File: config.mk
export PLATFORM = sky130hd
export DESIGN_NAME = event_combiner_interrupt_selector
export DESIGN_NICKNAME = d
export VERILOG_FILES = /design/src/ecis_pkg.sv /design/src/ecis_state.sv /design/src/ecis_eval.sv /design/src/event_combiner_interrupt_selector.sv
export SDC_FILE = /design/constraint.sdc
export NUM_CORES = 1
export LEC_CHECK = 0
export BUFFER_PORTS_ARGS = -buffer_cell sky130_fd_sc_hd__buf_2
export CORE_MARGIN = 1
export CORE_UTILIZATION = 60
export CTS_CLUSTER_DIAMETER = 30
export DETAILED_ROUTE_END_ITERATION = 6
export PLACE_DENSITY = 0.74
export SKIP_CTS_REPAIR_TIMING = 1
export SLEW_MARGIN = 10
export SYNTH_ARGS = -nofsm -noshare
export SYNTH_HDL_FRONTEND = slang
export SYNTH_SLANG_ARGS = --single-unit
File: constraint.sdc
create_clock -name clk -period 4.2 [get_ports clk]
set_input_delay 0.21 -clock clk [delete_from_list [all_inputs] [get_ports clk]]
set_output_delay 0.21 -clock clk [all_outputs]
set_load 0.005 [all_outputs]
File: src/ecis_pkg.sv
// ----------------------------------------------------------------------------
// ecis_pkg
// Types and constants shared by the event combiner and interrupt selector.
// ----------------------------------------------------------------------------
package ecis_pkg;

    localparam int MAX_GROUPS   = 4;   // event groups the register map can address
    localparam int MAX_LINES    = 12;  // CPU interrupt lines the result carries
    localparam int GROUP_BITS   = 32;  // events per group
    localparam int SEL_W        = 7;   // width of one line select field
    localparam int NUM_COMBINED = 4;   // events 0 to 3 are the combined events
    localparam int NUM_WORDS    = 4;   // select words, word 0 is reserved

    localparam logic [1:0] OP_RAISE = 2'd0;
    localparam logic [1:0] OP_WRITE = 2'd1;
    localparam logic [1:0] OP_READ  = 2'd2;

    localparam logic [2:0] KIND_FLAGS  = 3'd0;
    localparam logic [2:0] KIND_CLEAR  = 3'd1;
    localparam logic [2:0] KIND_MASK   = 3'd2;
    localparam logic [2:0] KIND_MASKED = 3'd3;
    localparam logic [2:0] KIND_SELECT = 3'd4;

    typedef struct packed {
        logic [1:0]  operation;
        logic [6:0]  event_number;
        logic [2:0]  register_kind;
        logic [1:0]  register_index;
        logic [31:0] write_data;
    } item_t;

    typedef struct packed {
        logic [31:0] read_data;
        logic [11:0] interrupt_lines;
        logic [4:0]  first_pending;
        logic        any_pending;
    } result_t;

    // Raw event raised by the current transaction, if any
    typedef struct packed {
        logic       hit;
        logic [6:0] number;
    } raise_t;

endpackage

File: src/ecis_state.sv
// ----------------------------------------------------------------------------
// ecis_state
// Flag, mask and line select registers with their update logic.
// ----------------------------------------------------------------------------
module ecis_state
    import ecis_pkg::*;
#(
    parameter int NUM_GROUPS = 4,
    parameter int NUM_LINES  = 12
)
(
    input  logic                                     clk,
    input  logic                                     rst_n,
    input  logic                                     fire,
    input  item_t                                    item,
    output logic [NUM_GROUPS-1:0][GROUP_BITS-1:0]    flags_next,
    output logic [NUM_GROUPS-1:0][GROUP_BITS-1:0]    mask_next,
    output logic [NUM_LINES-1:0][SEL_W-1:0]          sel_next,
    output raise_t                                   raise
);

    logic [NUM_GROUPS-1:0][GROUP_BITS-1:0] flags_reg;
    logic [NUM_GROUPS-1:0][GROUP_BITS-1:0] mask_reg;
    logic [NUM_LINES-1:0][SEL_W-1:0]       sel_reg;

    logic is_write;

    assign is_write = fire && (item.operation == OP_WRITE);

    // Raise hits only raw events of an existing group
    assign raise.hit = fire && (item.operation == OP_RAISE)
                       && (item.event_number >= 7'(NUM_COMBINED))
                       && ({1'b0, item.event_number[6:5]} < 3'(NUM_GROUPS));
    assign raise.number = item.event_number;

    for (genvar g = 0; g < NUM_GROUPS; g++) begin : g_group
        logic sel_grp;
        logic set_bit;

        assign sel_grp = (item.register_index == 2'(g));
        assign set_bit = raise.hit && (item.event_number[6:5] == 2'(g));

        always_comb
        begin
            flags_next[g] = flags_reg[g];
            mask_next[g]  = mask_reg[g];
            if (set_bit)
            begin
                flags_next[g][item.event_number[4:0]] = 1'b1;
            end
            if (is_write && sel_grp && item.register_kind == KIND_CLEAR)
            begin
                flags_next[g] = flags_reg[g] & ~item.write_data;
            end
            if (is_write && sel_grp && item.register_kind == KIND_MASK)
            begin
                mask_next[g] = item.write_data;
            end
        end
    end

    for (genvar k = 0; k < NUM_LINES; k++) begin : g_line
        localparam int WORD = k / 4 + 1;
        localparam int BYTE = k % 4;

        always_comb
        begin
            sel_next[k] = sel_reg[k];
            if (is_write && item.register_kind == KIND_SELECT
                && item.register_index == 2'(WORD))
            begin
                sel_next[k] = item.write_data[8*BYTE +: SEL_W];
            end
        end
    end

    always_ff @(posedge clk or negedge rst_n)
    begin
        if (!rst_n)
        begin
            flags_reg <= '0;
            mask_reg  <= '1;
            sel_reg   <= '0;
        end
        else
        begin
            flags_reg <= flags_next;
            mask_reg  <= mask_next;
            sel_reg   <= sel_next;
        end
    end

endmodule

File: src/ecis_eval.sv
// ----------------------------------------------------------------------------
// ecis_eval
// Read mux, combined events, line drive and pending search for one transaction.
// ----------------------------------------------------------------------------
module ecis_eval
    import ecis_pkg::*;
#(
    parameter int NUM_GROUPS = 4,
    parameter int NUM_LINES  = 12
)
(
    input  item_t                                 item,
    input  logic [NUM_GROUPS-1:0][GROUP_BITS-1:0] flags,
    input  logic [NUM_GROUPS-1:0][GROUP_BITS-1:0] mask,
    input  logic [NUM_LINES-1:0][SEL_W-1:0]       sel,
    input  raise_t                                raise,
    output result_t                               result
);

    logic [MAX_GROUPS-1:0][GROUP_BITS-1:0] flags_all;
    logic [MAX_GROUPS-1:0][GROUP_BITS-1:0] mask_all;
    logic [MAX_GROUPS-1:0][GROUP_BITS-1:0] masked_all;
    logic [MAX_LINES-1:0][SEL_W-1:0]       sel_all;
    logic [NUM_WORDS-1:0][31:0]            words;
    logic [NUM_COMBINED-1:0]               combined;
    logic [GROUP_BITS-1:0]                 pend;
    logic [MAX_LINES-1:0]                  lines;
    logic [4:0]                            first_idx;
    logic [31:0]                           rd_data;

    // Missing groups read as zero everywhere
    for (genvar g = 0; g < MAX_GROUPS; g++) begin : g_group
        if (g < NUM_GROUPS) begin : g_on
            assign flags_all[g]  = flags[g];
            assign mask_all[g]   = mask[g];
            assign masked_all[g] = flags[g] & ~mask[g];
        end
        else begin : g_off
            assign flags_all[g]  = '0;
            assign mask_all[g]   = '0;
            assign masked_all[g] = '0;
        end
        assign combined[g] = |masked_all[g];
    end

    for (genvar k = 0; k < MAX_LINES; k++) begin : g_sel
        if (k < NUM_LINES) begin : g_on
            assign sel_all[k] = sel[k];
            assign lines[k]   = (sel[k] < SEL_W'(NUM_COMBINED))
                                ? combined[sel[k][1:0]]
                                : (raise.hit && (sel[k] == raise.number));
        end
        else begin : g_off
            assign sel_all[k] = '0;
            assign lines[k]   = 1'b0;
        end
    end

    assign words[0] = '0;
    for (genvar w = 1; w < NUM_WORDS; w++) begin : g_word
        for (genvar j = 0; j < 4; j++) begin : g_byte
            assign words[w][8*j +: 8] = {1'b0, sel_all[(w-1)*4 + j]};
        end
    end

    assign pend = masked_all[item.register_index];

    always_comb
    begin
        first_idx = '0;
        for (int b = GROUP_BITS - 1; b >= 0; b--)
        begin
            if (pend[b])
            begin
                first_idx = 5'(b);
            end
        end
    end

    always_comb
    begin
        rd_data = '0;
        if (item.operation == OP_READ)
        begin
            case (item.register_kind)
                KIND_FLAGS:  rd_data = flags_all[item.register_index];
                KIND_MASK:   rd_data = mask_all[item.register_index];
                KIND_MASKED: rd_data = masked_all[item.register_index];
                KIND_SELECT: rd_data = words[item.register_index];
                default:     rd_data = '0;
            endcase
        end
    end

    // Pack in field order: read data, lines, first pending, any pending
    assign result = {rd_data, lines, first_idx, |pend};

endmodule

File: src/event_combiner_interrupt_selector.sv
// ----------------------------------------------------------------------------
// event_combiner_interrupt_selector
// Interrupt event combiner with per-group masks and selectable CPU lines.
// ----------------------------------------------------------------------------
// Each transaction raises an event, writes a register or reads one, and
// returns exactly one result. A transaction is captured in an input register.
// When it moves into the result register it updates the flag, mask and
// select registers, while its result (read data, line levels, lowest pending
// masked bit of the addressed group) is computed from the updated state and
// loaded into the result register. The block takes one transaction every
// cycle; the only limit is the result side, which holds the pipeline while
// it stalls. Lines that select a combined event (0 to 3) follow the OR of
// that group's masked flags; lines that select a raw event pulse high only
// in the result of the raise.
// ----------------------------------------------------------------------------
module event_combiner_interrupt_selector
    import ecis_pkg::*;
#(
    parameter int NUM_GROUPS = 4,
    parameter int NUM_LINES  = 12
)
(
    input  logic    clk,
    input  logic    rst_n,
    input  logic    item_valid,
    output logic    item_stall,
    input  item_t   item,
    output logic    result_valid,
    input  logic    result_stall,
    output result_t result
);

    // Input stage
    logic  s1_valid_reg;
    logic  s1_valid_next;
    item_t s1_item_reg;

    // Result stage
    logic    out_valid_reg;
    logic    out_valid_next;
    result_t out_res_reg;

    logic    s1_ready;
    logic    advance;
    logic    accept;
    result_t eval_res;
    raise_t  raise;

    logic [NUM_GROUPS-1:0][GROUP_BITS-1:0] flags_next;
    logic [NUM_GROUPS-1:0][GROUP_BITS-1:0] mask_next;
    logic [NUM_LINES-1:0][SEL_W-1:0]       sel_next;

    // Advance the input stage whenever the result register is free or drains
    assign s1_ready   = !out_valid_reg || !result_stall;
    assign advance    = s1_valid_reg && s1_ready;
    assign item_stall = s1_valid_reg && !s1_ready;
    assign accept     = item_valid && !item_stall;

    // State commits only when the transaction moves into the result register
    ecis_state #(
        .NUM_GROUPS (NUM_GROUPS),
        .NUM_LINES  (NUM_LINES)
    ) u_state (
        .clk        (clk),
        .rst_n      (rst_n),
        .fire       (advance),
        .item       (s1_item_reg),
        .flags_next (flags_next),
        .mask_next  (mask_next),
        .sel_next   (sel_next),
        .raise      (raise)
    );

    // Result is taken from the state after this transaction's update
    ecis_eval #(
        .NUM_GROUPS (NUM_GROUPS),
        .NUM_LINES  (NUM_LINES)
    ) u_eval (
        .item   (s1_item_reg),
        .flags  (flags_next),
        .mask   (mask_next),
        .sel    (sel_next),
        .raise  (raise),
        .result (eval_res)
    );

    always_comb
    begin
        s1_valid_next = s1_valid_reg;
        if (accept)
        begin
            s1_valid_next = 1'b1;
        end
        else if (advance)
        begin
            s1_valid_next = 1'b0;
        end

        out_valid_next = out_valid_reg;
        if (advance)
        begin
            out_valid_next = 1'b1;
        end
        else if (!result_stall)
        begin
            out_valid_next = 1'b0;
        end
    end

    always_ff @(posedge clk or negedge rst_n)
    begin
        if (!rst_n)
        begin
            s1_valid_reg  <= 1'b0;
            out_valid_reg <= 1'b0;
        end
        else
        begin
            s1_valid_reg  <= s1_valid_next;
            out_valid_reg <= out_valid_next;
        end
    end

    // Payload registers: load on accept / advance, hold otherwise
    always_ff @(posedge clk)
    begin
        if (accept)
        begin
            s1_item_reg <= item;
        end
        if (advance)
        begin
            out_res_reg <= eval_res;
        end
    end

    assign result_valid = out_valid_reg;
    assign result       = out_res_reg;

    // Anything but a read returns zero read data
    assert property (@(posedge clk) disable iff (!rst_n)
        advance && s1_item_reg.operation != OP_READ |=> result.read_data == '0)
        else $error("read data nonzero for a non-read transaction");

    // Combined events never get flag bits of their own
    assert property (@(posedge clk) disable iff (!rst_n)
        flags_next[0][NUM_COMBINED-1:0] == '0)
        else $error("flag bit of a combined event set");

    // A nonzero pending index implies something is pending
    assert property (@(posedge clk) disable iff (!rst_n)
        result_valid && result.first_pending != '0 |-> result.any_pending)
        else $error("first_pending set with nothing pending");

endmodule

==> summary.txt <==
largest net degree at the start of global routing: 120
P_sw: 4.162 mW
CTS tree: yes
CTS Buf Count: 94
H-tree Lvls: 3
total die area: 41460 um^2
Routed WL per cell: 29.43 um
CTS Buffer Depth: 3
die width: 203.6 um
clock share of power: 0.508
Clock Skew: 0.02438 ns
clk sinks: 438
worst IR drop on VDD: 0.0004106 V
CP arrival: 4.50 ns
first-pass GRT wire length: 135100 um
Mapped Area: 24390 um^2
Max-cap violations: 0
clk_lat worst skew: 0.64 ns
Antenna Nets Post-Route: 0
Total GRT Usage: 0.4455
Synth Flop Type: dfrtp_1
CP Class: flip-flop to flip-flop
met2 wire length: 41130 um
Final Hold Fails: 0
share of layout cells above drive strength 1: 0.3195
initial DRC count: 2516
Worst R2R Setup Slack: 0.06 ns
GR Overflow Total: 0
Final Core Density: 0.7638
GPL Wtd Cong: 0.9796
CP Max Fanout: 26
area grow syn2layout: 25.00%
FP Rows: 73
ys async rst share: 0.7808
clk root buf: clkbuf_16
num ports: 102
number of vias per cell: 6.804
Final Slew Violations: 0
Reg clk slew, reported paths: 0.05 ns
Worst EP required: 4.56 ns
Period Utilization, post-route: 0.9860
min-delay worst type: input port to flip-flop
Critical Path End Type: flip-flop
post-synthesis sequential area ratio: 0.4757
core footprint: 39910 um^2
Slew headroom: 0.1713
vias in the first global route: 21120
Routed WL: 92630 um
Fin Setup TNS: 0 ns
Slew @ Worst Pin: 1.243 ns
initial core utilization: 0.6110
DR vias: 21420
nets: 2591
combinational share of power: 0.159
fmax: 0.2415 GHz
outcome: finished, final reports clean
residual DRC count: 0
Pre-antenna DRT Iters: 6
syn_nets: 2320
post-DP HPWL: 60690 um
IO Port Bufs: 101
uppermost layer routed: met4
Switching Share: 0.2794
Pleak: 13.24 nW
Cells after Synth: 2270
diodes inserted: 0
Post-synth EDFFs: 96
synth unique cells: 74
Die H: 203.6 um
YS warnings: 0
met1 WL: 35220 um
Setup Viol. Count Final: 0
internal power: 10.74 mW
initial antenna violation count: 0
average size of a mapped cell: 10.74 um^2
routed wl met3: 11470 um
WHS: 0.2895 ns
fillcell total: 2545
Worst Setup Start Kind: flip-flop
PD cells: 488.7 nW/um^2
minimum clock period: 4.141 ns
Seq pwr share: 0.333
Synth Register Bits: 438
[critical path, stage by stage, from the launching register on]
cell and delay, ns:
dfrtp_1 0.41, a21bo_4 0.31, buf_4 0.29, nor4_4 0.32, buf_4 0.29, a21boi_0 0.14
o21ai_0 0.39, nand4_1 0.24, nor4_1 0.34, buf_4 0.17, nand4b_1 0.12, buf_4 0.23
mux2i_1 0.17, nor4_1 0.07, or3_1 0.35
[cell families after synthesis]
logic type,after synthesis,synth area share
AO/OA/AOI/OAI,442,0.1210
flip-flops,438,0.4757
buffers and inverters,363,0.05971
XOR/XNOR,84,0.03016
AND/OR/NAND/NOR,610,0.1300
multiplexers,333,0.1835
[synthesized netlist by cell type, types with 9 or more instances]
cell type	number	area (um^2)
o21ai_1	79	395.4
and2_1	9	56.30
xor2_1	27	236.5
dfrtp_1	214	5355
or3b_2	10	87.58
a211oi_1	30	225.2
a22oi_1	32	240.2
a21boi_0	62	465.5
o22ai_1	34	212.7
dfstp_2	128	3363
nand3_1	34	170.2
mux4_2	85	1914
a21oi_1	49	245.2
nand3b_1	28	210.2
inv_1	176	660.6
nand2_1	160	600.6
nor2_1	166	623.1
buf_1	24	90.09
xnor2_1	57	499.2
or2_2	53	331.6
nor3_1	22	110.1
mux2i_1	186	1862
mux2_2	60	675.7
buf_2	27	135.1
o21ai_0	50	250.2
nand4_1	43	269.0
edfxtp_1	96	2883
nor4_1	13	81.33
o41ai_1	59	516.8
nand2b_1	10	62.56
clkbuf_1	115	431.7
[stage by stage]
step                      power [mW]  area (um^2)  std cells  setup slack, ns
final                          14.90        30490       3148          0.05876
after global routing           15.27        30490       3148        -0.009289
after CTS                      14.77        29880       3094        -0.005476
after detailed placement       7.197        26610       2916          0.02661
after global placement         7.150        26610       2916           0.1210
after floorplan                6.249        24390       2270           0.6132
[layout make-up]
type / instances / area, um^2 / area share
clock inverters: 63 / 729.5 / 0.02393
multi-input cells: 1469 / 11460 / 0.3760
clock buffers: 115 / 2542 / 0.08340
inverters: 186 / 698.2 / 0.02290
flip-flops and latches: 438 / 11600 / 0.3805
repair buffers: 352 / 2795 / 0.09169
well taps: 525 / 656.9 / 0.02155
[power groups by stage]
stage	logic [mW]	clock network [mW]	registers, mW
after global placement	2.16	0	4.99
after CTS	2.24	7.59	4.95
after detailed placement	2.19	0	5.00
after floorplan	1.32	0	4.93
final	2.36	7.58	4.96
after global routing	2.48	7.81	4.97
[placed cells by master (no fill, tap or decap), types with 10 or more instances in the layout]
cell type and n:
dlygate4sd3_1 50, or2_2 53, o41ai_1 57, xor2_1 27, xnor2_1 57, nand2b_1 10, mux2i_1 186, o21ai_1 83
a21oi_1 49, buf_12 19, nand3_1 34, nand4_1 43, nor4_1 12, mux4_2 85, dfrtp_1 214, clkinv_2 18
o21ai_0 44, edfxtp_1 96, nor3_1 21, o22ai_1 34, a211oi_1 29, bufinv_16 11, or3b_2 10, nand3b_1 28
inv_1 175, nand2_1 160, dfstp_2 128, a21boi_0 62, clkbuf_16 96, nor2_1 163, buf_2 100, inv_6 12
a22oi_1 32, mux2_2 60, clkbuf_1 11, buf_4 177
[layer usage]
layer / track usage / vias up
met1: 0.6026 / 10680
met5: 0 / -
met3: 0.1206 / 349
met4: 0.2414 / 0
li1: - / 8797
met2: 0.6546 / 1598
[final timing paths]
| check | from | endpoint | depth (start not counted) |
|---|---|---|---|
| max in group asynchronous | rst_n | u_state.mask_reg[64]$_DFF_PN1_ | 3 |
| hold reg to reg | s1_valid_reg$_DFFE_PN0P_ | result_valid$_DFFE_PN0P_ | 1 |
| min in group asynchronous | rst_n | u_state.sel_reg[18]$_DFF_PN0_ | 2 |
| hold / removal | item[8] | s1_item_reg[8]$_DFFE_PP_ | 2 |
| setup / recovery | result_valid$_DFFE_PN0P_ | result[11]$_DFFE_PP_ | 14 |
| setup reg to reg | result_valid$_DFFE_PN0P_ | result[11]$_DFFE_PP_ | 14 |
No activity file was read; power rests on OpenSTA's default activity.
